$ cat config.mk
export PLATFORM = sky130hd
export DESIGN_NAME = lzwc_cell
export DESIGN_NICKNAME = d
export VERILOG_FILES = /design/src/design/lzwc_pkg.sv /design/src/design/lzwc_cell.sv
export SDC_FILE = /design/constraint.sdc
export NUM_CORES = 1
export LEC_CHECK = 0
export ABC_CLOCK_PERIOD_IN_PS = 2310
export BUFFER_PORTS_ARGS = -buffer_cell sky130_fd_sc_hd__buf_2
export CAP_MARGIN = 20
export CORE_UTILIZATION = 41
export CTS_CLUSTER_DIAMETER = 50
export DETAILED_ROUTE_END_ITERATION = 16
export GPL_TIMING_DRIVEN = 0
export PLACE_DENSITY = 0.78
export SLEW_MARGIN = 40
export SYNTH_ARGS = -nofsm -noshare
export SYNTH_HDL_FRONTEND = slang
export SYNTH_SLANG_ARGS = --single-unit
export TNS_END_PERCENT = 20
$ cat constraint.sdc
create_clock -name clock -period 2.31 [get_ports clock]
set_clock_uncertainty 0.15 [all_clocks]
set_input_delay 0.693 -clock clock [delete_from_list [all_inputs] [get_ports clock]]
set_output_delay 0.693 -clock clock [all_outputs]
set_load 0.01 [all_outputs]
$ cat src/design/lzwc_pkg.sv
// Package for the LZW byte compressor: defaults, hash constants, the
// sequencer state type and the result item carried along the output cells.
// No dependencies.
package lzwc_pkg;

   localparam int CODE_BITS_DEF  = 12;
   localparam int DICT_SLOTS_DEF = 4096;
   localparam int FIRST_FREE     = 256;
   localparam int CODE_W         = 12;   // width of the result code field
   localparam int HASH_W         = 24;
   localparam logic [HASH_W-1:0] HASH_MUL_B = 24'd40503;

   typedef enum logic [2:0] {
      ST_IDLE,
      ST_HASH,
      ST_MODDIV,
      ST_PROBE,
      ST_CHECK,
      ST_EMIT_MISS,
      ST_EMIT_LAST,
      ST_CLEAR
   } state_type;

   typedef struct packed {
      logic              valid;
      logic [CODE_W-1:0] code;
      logic              last;
   } item_type;

endpackage

$ cat src/design/lzwc_cell.sv
// One cell of the result chain: holds one item, moves it towards the head
// on a pop and takes a new item when it is the first free cell.
// Depends on lzwc_pkg.
module lzwc_cell import lzwc_pkg::*; (
   input  logic     clock,
   input  logic     reset,
   input  logic     pop,
   input  logic     push,
   input  item_type push_item,
   input  item_type next_item,    // contents of the cell behind this one
   input  logic     prev_filled,  // cell ahead is occupied after the shift
   output item_type cur_item,
   output logic     filled
);

   item_type item_ff, item_in, shifted;

   always_comb begin
      shifted = pop ? next_item : item_ff;
      item_in = shifted;
      if (push && !shifted.valid && prev_filled) begin
         item_in = push_item;
      end
   end

   always_ff @(posedge clock) begin
      if (reset) begin
         item_ff.valid <= 1'b0;
      end else begin
         item_ff.valid <= item_in.valid;
      end
      item_ff.code <= item_in.code;
      item_ff.last <= item_in.last;
   end

   assign cur_item = item_ff;
   assign filled   = shifted.valid;

endmodule

# Word-level counts from Yosys, hierarchy flattened
# Index checks and enable logic that the tools add are counted.
dict set report totals {
  ff_bits 14
  word_cells 9
}
dict set report op_classes {
  reduce_logical 4
  mux 2
}
# cell count
set op_table {}
lappend op_table {{two-way mux 14 bit} 2}
lappend op_table {{logical AND 1 bit} 2}
lappend op_table {{nonzero test 2 bit} 1}
lappend op_table {{zero test 1 bit} 1}

# Depth between registers and ports, before layout
dict set report depth {
  ltp_word 5
  ltp_mapped 3
  ltp_nobuf 2
}

# Worst setup path after synthesis
# No wires, ideal clock.
dict set report synth_path {
  path_kind {input port to flip-flop}
  start {input port prev_filled}
  end {register item_ff (netlist bit cur_item[0]), enable pin}
  t_required_ps 1774
  path_slack_ps 194
  stages 3
  arrival_ps 1580
  path_cell_list {buf_2 nand2_1 o21bai_1}
}
dict set report synth_via {
  elab_chain_cells 2
}
# item line_no
set synth_lines {}
lappend synth_lines {{start, declared} lzwc_cell.sv:11} ;# input logic prev_filled,
lappend synth_lines {{logical AND 1 bit} lzwc_cell.sv:21} ;# if (push && !shifted.valid && prev_filled) begin
lappend synth_lines {{nonzero test 2 bit (no line)} --}
lappend synth_lines {{end, declared} lzwc_cell.sv:16} ;# item_type item_ff, item_in, shifted;
# Every way passes these cells.
# A chain may end at the register's enable or synchronous reset.

# Final worst setup path
dict set report layout_path {
  start {input port pop}
  end {output port filled}
}
dict set report layout_via {
  elab_chain_cells 1
}
# item line_no
set layout_lines {}
lappend layout_lines {{start, declared} lzwc_cell.sv:7} ;# input logic pop,
lappend layout_lines {{two-way mux 14 bit} lzwc_cell.sv:19} ;# shifted = pop ? next_item : item_ff;
lappend layout_lines {{end, declared} lzwc_cell.sv:13} ;# output logic filled
# Every way passes these cells. The select of a mux whose other input is x is not followed.

==> impl_results.html <==
<table>
<tr><th>Metric</th><th>Value</th></tr>
<tr><th colspan="2">Finish</th></tr>
<tr><td>Number of flip-flops in the largest register</td><td>14</td></tr>
<tr><td>Number of filler instances in the final layout</td><td>147</td></tr>
<tr><td>FF/Latch Area</td><td>410 µm²</td></tr>
<tr><td>Antenna cell count</td><td>0</td></tr>
<tr><td>Footprint of the multi-input gates</td><td>307 µm²</td></tr>
<tr><td>P&amp;R area growth vs syn</td><td>40.7%</td></tr>
<tr><td>Final-stage net count</td><td>149</td></tr>
<tr><td>Fraction of final layout cells sized beyond drive strength 1</td><td>0.591</td></tr>
<tr><th colspan="2">Synth</th></tr>
<tr><td>Register bit total from synthesis</td><td>14</td></tr>
<tr><td>Number of flops mapped to enable cells by yosys</td><td>13</td></tr>
<tr><td>Library cell with the largest summed area after synthesis</td><td>sky130_fd_sc_hd__edfxtp_1</td></tr>
<tr><td>Average cell area after synthesis</td><td>11.7 µm²</td></tr>
<tr><td>Leading cell types by total area after synthesis</td><td>sky130_fd_sc_hd__edfxtp_1 52%, sky130_fd_sc_hd__o22ai_2 15%, sky130_fd_sc_hd__nand3_1 8.7%</td></tr>
<tr><td>List of most frequent post-synthesis cells</td><td>14 x sky130_fd_sc_hd__nand2_1, 13 x sky130_fd_sc_hd__edfxtp_1, 13 x sky130_fd_sc_hd__nand3_1</td></tr>
<tr><td>Most instantiated library cell after synthesis</td><td>sky130_fd_sc_hd__nand2_1</td></tr>
<tr><td>Syn. warnings</td><td>0</td></tr>
<tr><td>Fraction of synthesized cell area taken by the top area cell type</td><td>0.520</td></tr>
<tr><td>Async SR Flop Fraction</td><td>0</td></tr>
<tr><td>Netlist cell types</td><td>13</td></tr>
<tr><td>Synthesized area</td><td>751 µm²</td></tr>
<tr><td>Dominant register cell in the synthesized netlist</td><td>sky130_fd_sc_hd__edfxtp_1</td></tr>
<tr><td>Net count after synthesis</td><td>between 90 and 100</td></tr>
<tr><td>Number of cells produced by synthesis</td><td>64</td></tr>
<tr><td>Share of synthesized area occupied by flip-flops and latches</td><td>0.547</td></tr>
<tr><th colspan="2">Clocking</th></tr>
<tr><td>Number of levels the H-tree was split into</td><td>1</td></tr>
<tr><td>Buffer type at the clock tree root</td><td>sky130_fd_sc_hd__clkbuf_4</td></tr>
<tr><td>Num CTS Buffers</td><td>3</td></tr>
<tr><td>TritonCTS Sinks</td><td>14</td></tr>
<tr><td>Clock transition at the registers of the reported paths</td><td>around 90 ps</td></tr>
<tr><td>Number of hold-repair buffers added at the cts stage</td><td>0</td></tr>
<tr><td>Clk_lat worst skew</td><td>290 ps</td></tr>
<tr><td>Clock buffer depth</td><td>2</td></tr>
<tr><td>CTS tree</td><td>yes</td></tr>
<tr><th colspan="2">Route</th></tr>
<tr><td>Number of vias in the routed layout</td><td>just over 700</td></tr>
<tr><td>Starting DRC count in detailed routing</td><td>17</td></tr>
<tr><td>Wire length per cell</td><td>13.0 µm</td></tr>
<tr><td>Length of the first detailed-routing pass in iterations</td><td>4</td></tr>
<tr><td>Detail Route Antenna Nets</td><td>0</td></tr>
<tr><td>Drt via density</td><td>around 5.0</td></tr>
<tr><td>Number of remaining DRC errors</td><td>0</td></tr>
<tr><td>Final routed wirelength across all metal layers</td><td>roughly 1800 µm</td></tr>
<tr><th colspan="2">Setup path</th></tr>
<tr><td>Type of origin of the critical path</td><td>input port</td></tr>
<tr><td>CP Capture Type</td><td>output pin</td></tr>
<tr><td>List of cells traversed by the critical path</td><td>clkbuf_4 &gt; mux2_4 &gt; buf_2</td></tr>
<tr><td>Cell with the largest stage delay on the worst path</td><td>sky130_fd_sc_hd__mux2_4</td></tr>
<tr><td>Data required, critical path</td><td>1470 ps</td></tr>
<tr><td>Critical path data arrival time</td><td>1410 ps</td></tr>
<tr><td>Critical setup path kind</td><td>in -&gt; out</td></tr>
<tr><td>Stage delay of the slowest cell on the critical path</td><td>roughly 400 ps</td></tr>
<tr><td>Worst-path maximum fanout</td><td>11</td></tr>
<tr><th colspan="2">STA</th></tr>
<tr><td>Final clock period utilization by the worst path</td><td>0.974</td></tr>
<tr><td>Unrepaired setup endpoints after global routing</td><td>no</td></tr>
<tr><td>Hold Fails Final Rpt</td><td>0</td></tr>
<tr><td>Post-route setup slack</td><td>a little over 60 ps</td></tr>
<tr><td>Worst-margin pin slew</td><td>652 ps</td></tr>
<tr><td>Worst rel slew slack</td><td>0.565</td></tr>
<tr><td>Post-layout minimum cycle time</td><td>2250 ps</td></tr>
<tr><td>Final number of max-transition violations</td><td>0</td></tr>
<tr><td>Setup_tns</td><td>0 ps</td></tr>
<tr><td>Highest attainable clock frequency</td><td>445 MHz</td></tr>
<tr><td>Setup-failing EPs final</td><td>0</td></tr>
<tr><th colspan="2">Power and ir drop</th></tr>
<tr><td>Power per Cell Area</td><td>594 nW/µm²</td></tr>
<tr><td>Leakage power total</td><td>0.493 nW</td></tr>
<tr><td>Worst ir drop on vdd</td><td>about 0.33 mV</td></tr>
<tr><th colspan="2">Floorplanning</th></tr>
<tr><td>Height of the die</td><td>44.8 µm</td></tr>
<tr><td>Rows</td><td>15</td></tr>
<tr><td>Starting Density</td><td>0.435</td></tr>
<tr><td>Core region area</td><td>1730 µm²</td></tr>
<tr><td>Width of the chip</td><td>44.8 µm</td></tr>
<tr><td>DIE AREA</td><td>2010 µm²</td></tr>
<tr><td>Total I/O pin count</td><td>48</td></tr>
<tr><th colspan="2">Flow run</th></tr>
<tr><td>Max cap viols</td><td>0</td></tr>
<tr><th colspan="2">Placement</th></tr>
<tr><td>Placer Congestion</td><td>0.807</td></tr>
<tr><td>Minimum setup slack after placement</td><td>-37.1 ps</td></tr>
<tr><td>DPL Wire Length</td><td>1300 µm</td></tr>
<tr><td>Port Buffers</td><td>47</td></tr>
<tr><th colspan="2">GRT</th></tr>
<tr><td>Maximum number of pins on one net before global-route repair</td><td>14</td></tr>
<tr><td>First-pass GRT wire length</td><td>2600 µm</td></tr>
<tr><td>Global-route total usage across every layer</td><td>0.181</td></tr>
<tr><td>Residual overflow from global routing</td><td>0</td></tr>
<tr><td>Antenna violations before repair</td><td>0</td></tr>
<tr><td>Number of global-route vias before repair</td><td>586</td></tr>
<tr><th colspan="2">Hold path</th></tr>
<tr><td>Class of the tightest hold or removal check</td><td>in -&gt; reg</td></tr>
<tr><th colspan="2">Status</th></tr>
<tr><td>Outcome</td><td>complete, no violations</td></tr>
</table>
[final timing paths]
check | slack [ps] | depth (start not counted) | from | endpoint
worst max-delay path | 60 | 3 | pop | filled
worst min-delay path | 490 | 2 | reset | cur_item[13]$_SDFF_PP0_
worst max register to register | 900 | 1 | cur_item[13]$_SDFF_PP0_ | cur_item[4]$_DFFE_PP_
worst min register to register | 700 | 1 | cur_item[13]$_SDFF_PP0_ | cur_item[6]$_DFFE_PP_
[worst max-delay path: cells and delay by family]
family,cells,cell delay (ps)
multiplexers,1,390
buffers and inverters,2,320
[cells in the final DEF, fill, tap and decap left out, types with 4 or more instances in the layout]
| cell | count |
|---|---|
| sky130_fd_sc_hd__buf_2 | 49 |
| sky130_fd_sc_hd__nand2_1 | 14 |
| sky130_fd_sc_hd__nand3_1 | 13 |
| sky130_fd_sc_hd__edfxtp_1 | 13 |
| sky130_fd_sc_hd__o22ai_2 | 9 |
| sky130_fd_sc_hd__o22ai_1 | 4 |
| sky130_fd_sc_hd__clkbuf_4 | 4 |
[report_power, final]
group	switching (mW)	leakage, nW	internal [mW]
Clock	0.0844	0.0210	0.0960
Sequential	0.00547	0.143	0.305
Combinational	0.0716	0.329	0.0656
Total	0.161	0.493	0.466
[routing by layer]
| layer | up-vias | track usage | wire length (µm) |
|---|---|---|---|
| met1 | 326 | 0.233 | 778 |
| met4 | 0 | 0.0970 | 25 |
| li1 | 345 | - | - |
| met3 | 3 | 0.0240 | 104 |
| met2 | 31 | 0.297 | 913 |
| met5 | - | 0 | 0 |
[cells by family (layout without fill, tap and decap cells)]
logic type | after synthesis | in the layout | share of synthesized area
buffers and inverters | 5 | 56 | 0.0500
AOI/OAI and AO/OA | 15 | 15 | 0.207
DFF | 14 | 14 | 0.547
and+or+nand+nor | 29 | 29 | 0.177
muxes | 1 | 1 | 0.0200
[through the flow]
stage	utilization	total power [mW]	instances	hold slack [ps]	area [µm²]
after floorplan	-	0.391	64	580	751
after global placement	0.589	0.449	136	539	1020
after detailed placement	0.591	0.453	136	572	1020
after CTS	0.617	0.630	141	493	1060
after global routing	0.612	0.655	140	481	1060
final	0.612	0.628	140	492	1060
[cell type report]
type	count	area share
Sequential cell	14	0.389
Timing Repair Buffer	48	0.232
Multi-Input combinational cell	45	0.290
Tap cell	25	0.0296
Buffer	4	0.0249
Clock buffer	4	0.0344
[what timing repair did]
item / 4_1_cts / 5_1_grt
buffers inserted: 1 / 0
cloned: 0 / 0
resized for setup: 0 / 1
pin swaps: 0 / 0
endpoints found under the setup margin: 1 / 1
No activity file was read; power rests on OpenSTA's default activity.
